File: src/hdl/pip_pkg.sv
// Shared types for the point-in-polygon test: opcodes and the command and
// status groups that pass between the controller and the datapath.
// No dependencies.
`default_nettype none

package pip_pkg;

	// Item opcodes; the fourth code is ignored
	typedef enum logic [1:0] {
		OP_CLEAR  = 2'd0,
		OP_APPEND = 2'd1,
		OP_QUERY  = 2'd2
	} pip_op_t;

	// Controller to datapath
	typedef struct packed {
		logic clear;       // empty the polygon, drop the overflow mark
		logic append;      // store one vertex, or flag it as dropped
		logic load_query;  // latch the query point, clear the parity
		logic emit_empty;  // give an outside answer at once (no vertices)
		logic prime;       // read the last vertex as the first "previous"
		logic step;        // read the next vertex and walk one edge
	} pip_cmd_t;

	// Datapath to controller
	typedef struct packed {
		logic count_zero;    // no vertices stored
		logic idx_last;      // walk index is on the last stored vertex
		logic result_valid;  // result is on the ports this cycle
	} pip_status_t;

endpackage

`default_nettype wire

File: src/hdl/pip_datapath.sv
// Datapath for the point-in-polygon test: vertex store, walk index, the
// three-stage edge pipeline and the parity. Depends on pip_pkg.
`default_nettype none

module pip_datapath #(
	parameter int MAX_VERTICES = 64,
	parameter int COORD_BITS   = 16
) (
	input  wire logic                         clk,
	input  wire logic                         arst_n,
	input  wire pip_pkg::pip_cmd_t            cmd,
	input  wire logic signed [COORD_BITS-1:0] coord_x,
	input  wire logic signed [COORD_BITS-1:0] coord_y,
	output pip_pkg::pip_status_t              status,
	output logic                              inside_res,
	output logic                              vertices_dropped
);

	localparam int AW = $clog2(MAX_VERTICES);
	localparam int CW = $clog2(MAX_VERTICES + 1);
	localparam int DW = COORD_BITS + 1;
	localparam int PW = 2 * DW;

	// Vertex store
	logic signed [COORD_BITS-1:0] mem_x [MAX_VERTICES];
	logic signed [COORD_BITS-1:0] mem_y [MAX_VERTICES];

	logic [CW-1:0] count_q;
	logic          overflow_q;
	logic [AW-1:0] rd_idx_q;
	logic [AW-1:0] last_addr;
	logic [AW-1:0] rd_addr;
	logic          full;

	logic signed [COORD_BITS-1:0] qx_q, qy_q;
	logic signed [COORD_BITS-1:0] prev_x_q, prev_y_q;

	// Stage 1: read data
	logic signed [COORD_BITS-1:0] rdx_s1, rdy_s1;
	logic                         prime_s1, edge_s1, last_s1;

	// Stage 2: differences
	logic signed [DW-1:0] dqx_s2, dy_s2, dxji_s2, dqy_s2;
	logic                 strad_s2, dypos_s2, edge_s2, last_s2;

	// Stage 3: products
	logic signed [PW-1:0] lhs_s3, rhs_s3;
	logic                 strad_s3, dypos_s3, edge_s3, last_s3;

	logic parity_q;
	logic flip;
	logic res_valid_q;
	logic inside_q;

	assign full      = (count_q == CW'(MAX_VERTICES));
	assign last_addr = AW'(count_q - CW'(1));
	assign rd_addr   = cmd.prime ? last_addr : rd_idx_q;

	assign status.count_zero   = (count_q == '0);
	assign status.idx_last     = (rd_idx_q == last_addr);
	assign status.result_valid = res_valid_q;

	assign inside_res       = inside_q;
	assign vertices_dropped = overflow_q;

	// Store write on append
	always_ff @(posedge clk) begin
		if (cmd.append && !full) begin
			mem_x[count_q[AW-1:0]] <= coord_x;
			mem_y[count_q[AW-1:0]] <= coord_y;
		end
	end

	// Registered store read
	always_ff @(posedge clk) begin
		if (cmd.prime || cmd.step) begin
			rdx_s1 <= mem_x[rd_addr];
			rdy_s1 <= mem_y[rd_addr];
		end
	end

	// Vertex count, overflow mark and walk index
	always_ff @(posedge clk or negedge arst_n) begin
		if (!arst_n) begin
			count_q    <= '0;
			overflow_q <= 1'b0;
			rd_idx_q   <= '0;
		end else begin
			if (cmd.clear) begin
				count_q    <= '0;
				overflow_q <= 1'b0;
			end else if (cmd.append) begin
				if (full)
					overflow_q <= 1'b1;
				else
					count_q <= count_q + CW'(1);
			end
			if (cmd.prime)
				rd_idx_q <= '0;
			else if (cmd.step)
				rd_idx_q <= rd_idx_q + AW'(1);
		end
	end

	// Query point
	always_ff @(posedge clk) begin
		if (cmd.load_query) begin
			qx_q <= coord_x;
			qy_q <= coord_y;
		end
	end

	// Previous vertex follows each vertex read out
	always_ff @(posedge clk) begin
		if (prime_s1 || edge_s1) begin
			prev_x_q <= rdx_s1;
			prev_y_q <= rdy_s1;
		end
	end

	// Edge i runs from the current vertex (i) back to the previous one (j)
	always_ff @(posedge clk) begin
		dqx_s2   <= {qx_q[COORD_BITS-1], qx_q} - {rdx_s1[COORD_BITS-1], rdx_s1};
		dy_s2    <= {prev_y_q[COORD_BITS-1], prev_y_q} - {rdy_s1[COORD_BITS-1], rdy_s1};
		dxji_s2  <= {prev_x_q[COORD_BITS-1], prev_x_q} - {rdx_s1[COORD_BITS-1], rdx_s1};
		dqy_s2   <= {qy_q[COORD_BITS-1], qy_q} - {rdy_s1[COORD_BITS-1], rdy_s1};
		strad_s2 <= (rdy_s1 > qy_q) != (prev_y_q > qy_q);
		dypos_s2 <= prev_y_q > rdy_s1;
	end

	// Cross products, exact
	always_ff @(posedge clk) begin
		lhs_s3   <= dqx_s2 * dy_s2;
		rhs_s3   <= dxji_s2 * dqy_s2;
		strad_s3 <= strad_s2;
		dypos_s3 <= dypos_s2;
	end

	// Sign-corrected compare: point lies left of the crossing
	assign flip = edge_s3 && strad_s3 &&
		(dypos_s3 ? (lhs_s3 < rhs_s3) : (rhs_s3 < lhs_s3));

	// Pipeline control, parity and result
	always_ff @(posedge clk or negedge arst_n) begin
		if (!arst_n) begin
			prime_s1    <= 1'b0;
			edge_s1     <= 1'b0;
			last_s1     <= 1'b0;
			edge_s2     <= 1'b0;
			last_s2     <= 1'b0;
			edge_s3     <= 1'b0;
			last_s3     <= 1'b0;
			parity_q    <= 1'b0;
			res_valid_q <= 1'b0;
			inside_q    <= 1'b0;
		end else begin
			prime_s1 <= cmd.prime;
			edge_s1  <= cmd.step;
			last_s1  <= cmd.step && status.idx_last;
			edge_s2  <= edge_s1;
			last_s2  <= last_s1;
			edge_s3  <= edge_s2;
			last_s3  <= last_s2;

			res_valid_q <= 1'b0;
			if (cmd.load_query)
				parity_q <= 1'b0;
			else
				parity_q <= parity_q ^ flip;

			if (cmd.emit_empty) begin
				res_valid_q <= 1'b1;
				inside_q    <= 1'b0;
			end else if (last_s3) begin
				res_valid_q <= 1'b1;
				inside_q    <= parity_q ^ flip;
			end
		end
	end

endmodule

`default_nettype wire

File: config.mk
export PLATFORM = sky130hd
export DESIGN_NAME = pip_datapath
export DESIGN_NICKNAME = d
export VERILOG_FILES = /design/src/hdl/pip_pkg.sv /design/src/hdl/pip_datapath.sv
export SDC_FILE = /design/constraint.sdc
export NUM_CORES = 2
export LEC_CHECK = 0
export ABC_CLOCK_PERIOD_IN_PS = 12200
export BUFFER_PORTS_ARGS = -buffer_cell sky130_fd_sc_hd__buf_2
export CAP_MARGIN = 20
export CELL_PAD_IN_SITES_DETAIL_PLACEMENT = 1
export CELL_PAD_IN_SITES_GLOBAL_PLACEMENT = 1
export CORE_MARGIN = 2
export CORE_UTILIZATION = 60
export CTS_CLUSTER_SIZE = 28
export DETAILED_ROUTE_END_ITERATION = 10
export PLACE_DENSITY_LB_ADDON = 0.1
export REMOVE_ABC_BUFFERS = 1
export SYNTH_ARGS = -nofsm -noshare
export SYNTH_HDL_FRONTEND = slang
export SYNTH_SLANG_ARGS = --single-unit
File: constraint.sdc
create_clock -name clk -period 12.2 [get_ports clk]
set_input_delay 0.61 -clock clk [delete_from_list [all_inputs] [get_ports clk]]
set_output_delay 0.61 -clock clk [all_outputs]
set_load 0.02 [all_outputs]
==> metrics <==
# rows 158; placed insts 9185; final antenna-violating net count 0; Post-Synthesis Cells 6821; post-route design area 123000 µm²; minimum clock period 6.89 ns; final net count 7859; Unique masters post-synth 70; crit path DAT 7.60 ns; Vias 61570; async set or reset register ratio after synthesis 1.04%; endpoint type of the worst setup path flop; Final Hold Fails 0; syn avg cell area 16.4 µm²; pin count of the biggest net entering global routing 126; Synth Area in XOR/XNOR 0.987%; final WL 306000 µm; post-synthesis sequential area ratio 60.6%; initial antenna violation count 16; Root Buffer Master clkbuf_16; layout cells sized above 1 15.3%; most common cell after layout, fill and taps aside edfxtp_1; post-synthesis simple-gate area fraction 5.23%; DIE AREA 190000 µm²; Slew Viols, Final 0; IO Count 45; compound-cell area share of the yosys netlist 3.94%; Place WS 5.31 ns; MaxCap Viol Count 0; status completed; number of H-tree levels 4; multiplexer area fraction after synthesis 11.5%; clock-pin slew on the worst setup and hold paths 0.06 ns; post-synthesis adder-cell area fraction 13.9%; Worst Skew 0.0655 ns; Setup Buffers After CTS 0; register area 67800 µm²; FILL cells 15983; Port Buffers 44; mean number of vias per cell 6.40; Worst Hold Class input port to flop; chip height 436 µm; RSZ-0062 raised after global routing no; WL/cell 31.9 µm; Synth Flop Type edfxtp_1; type of element launching the critical path flop; Slew @ Worst Pin 1.10 ns; drt first-iter violations 6872; fin util 66.1%; Multi-input gate area 40300 µm²; total CTS buffers 219; drt drc 0; Remaining Overflow, GRT 0; core area 185000 µm²; Layout area overhead 9.55%; Post-Syn Area 112000 µm²; commonest cells after routing, fill and taps aside 2144 x edfxtp_1, 735 x inv_1, 596 x fa_1, 512 x mux4_2, 326 x nand2_1; Worst Path Required 12.91 ns; CTS Sinks 2308; final setup violating endpoints 0; Layout Cells excl Fill 9615; DP Wirelength 186000 µm; post-route setup slack 5.31 ns; Initial Util 60.4%; Ys Warns 0; Pre-Repair DR Iteration Count 5; first-pass GRT wire length 454000 µm; CTS tree yes; crit-path max FO 17; Final GP Congestion 0.874; Max clock buf depth 3; global-route usage over all layers 33.0%; max_slew headroom 26.1%; Post-synth EDFFs 2144; kind of critical path flop to flop; largest family of logic cells by synthesized area adder cells; FMAX 145 MHz; fin crit share 56.4%; Cell Area, Placed 115000 µm²; vias in the first global route 67726; Die Width 436 µm; Synth Register Bits 2308; Worst-Skew Late Latency 0.89 ns
==> routing by layer <==
metal  global-route usage (%)  part of all wire, %  vias to the layer above
li1                         -                    -                    25331
met1                     43.2                   37                    32593
met2                     55.2                   50                     3013
met3                     4.78                  7.9                      631
met4                     15.3                  5.0                        2
met5                        0               0.0042                        -
==> through the flow <==
stage | hold WS (ns) | setup TNS, ns
finish | 0.105 | 0
global route | 0.0706 | 0
CTS | 0.0325 | 0
detailed placement | 0.319 | 0
global placement | 0.311 | 0
floorplan | 0.310 | -1241.27
==> cells in the mapped netlist, drive strengths merged, types with 94 or more instances <==
cell    number  area, µm²
edfxtp    2144      64400
inv        736       2760
fa         596      11900
mux4       512      11500
nand2      326       1220
and2       296       1850
ha         289       3620
a211oi     239       1790
a21oi      215       1080
nor2       201        754
clkbuf     164        619
nor2b      152        951
dfxtp      140       2800
mux2i      134       1350
buf        133        882
xnor2       94        823
==> critical path, cell delays in order, from the launching register on <==
cell and delay [ns]:
dfxtp_1 0.77, nand2_1 0.19, inv_1 0.13, fa_1 0.60, fa_1 0.99, fa_1 0.55
fa_1 0.51, fa_1 0.50, inv_1 0.05, fa_1 0.47, inv_1 0.04, ha_1 0.37
a21o_1 0.20, a221oi_1 0.45, nand2_1 0.12, a211o_1 0.29, a31o_2 0.24, a21oi_1 0.17
xnor2_1 0.08
==> repair_timing <==
item / in CTS / in global routing
resized for setup: 0 / 0
hold endpoints to repair: 31 / 0
hold buffers: 4 / 0
==> area by class of cell <==
cell class | count | share of cell area (%)
inverters | 736 | 2.26
flip-flops and latches | 2308 | 55.3
repair buffers | 189 | 1.21
clock buffers | 284 | 4.75
well taps | 2480 | 2.53
multi-input cells | 3480 | 32.9
clock inverters | 125 | 0.980
diodes | 13 | 0.0266
==> worst paths after layout <==
kind                       startpoint          to  slack, ns  cells after the start
setup / recovery             dy_s2[3]  lhs_s3[33]       5.31                     18
hold / removal                 cmd[5]  count_q[6]       0.11                      2
setup reg to reg             dy_s2[3]  lhs_s3[33]       5.31                     18
hold reg to reg              strad_s2    strad_s3       0.33                      0
max in group asynchronous      arst_n     last_s1      11.21                      2
min in group asynchronous      arst_n     last_s3       0.45                      2
==> cells by family after synthesis <==
| group | after synthesis |
|---|---|
| flops | 2308 |
| simple gates | 1155 |
| buf+inv | 1033 |
| fa+ha+maj | 885 |
| compound gates | 668 |
| mux | 646 |
| xor+xnor | 126 |
==> state kept, by name, indices dropped and copies added (netlist names), 6 cells and up <==
register and cells:
mem_x 1024, mem_y 1024, lhs_s3 34, rhs_s3 34
dqx_s2 17, dqy_s2 17, dxji_s2 17, dy_s2 17
prev_x_q 16, prev_y_q 16, qx_q 16, qy_q 16
rdx_s1 16, rdy_s1 16, count_q 7, rd_idx_q 6
Power is not shown: default switching activity piles up to over one toggle a cycle in this logic, so the estimate is an artifact.
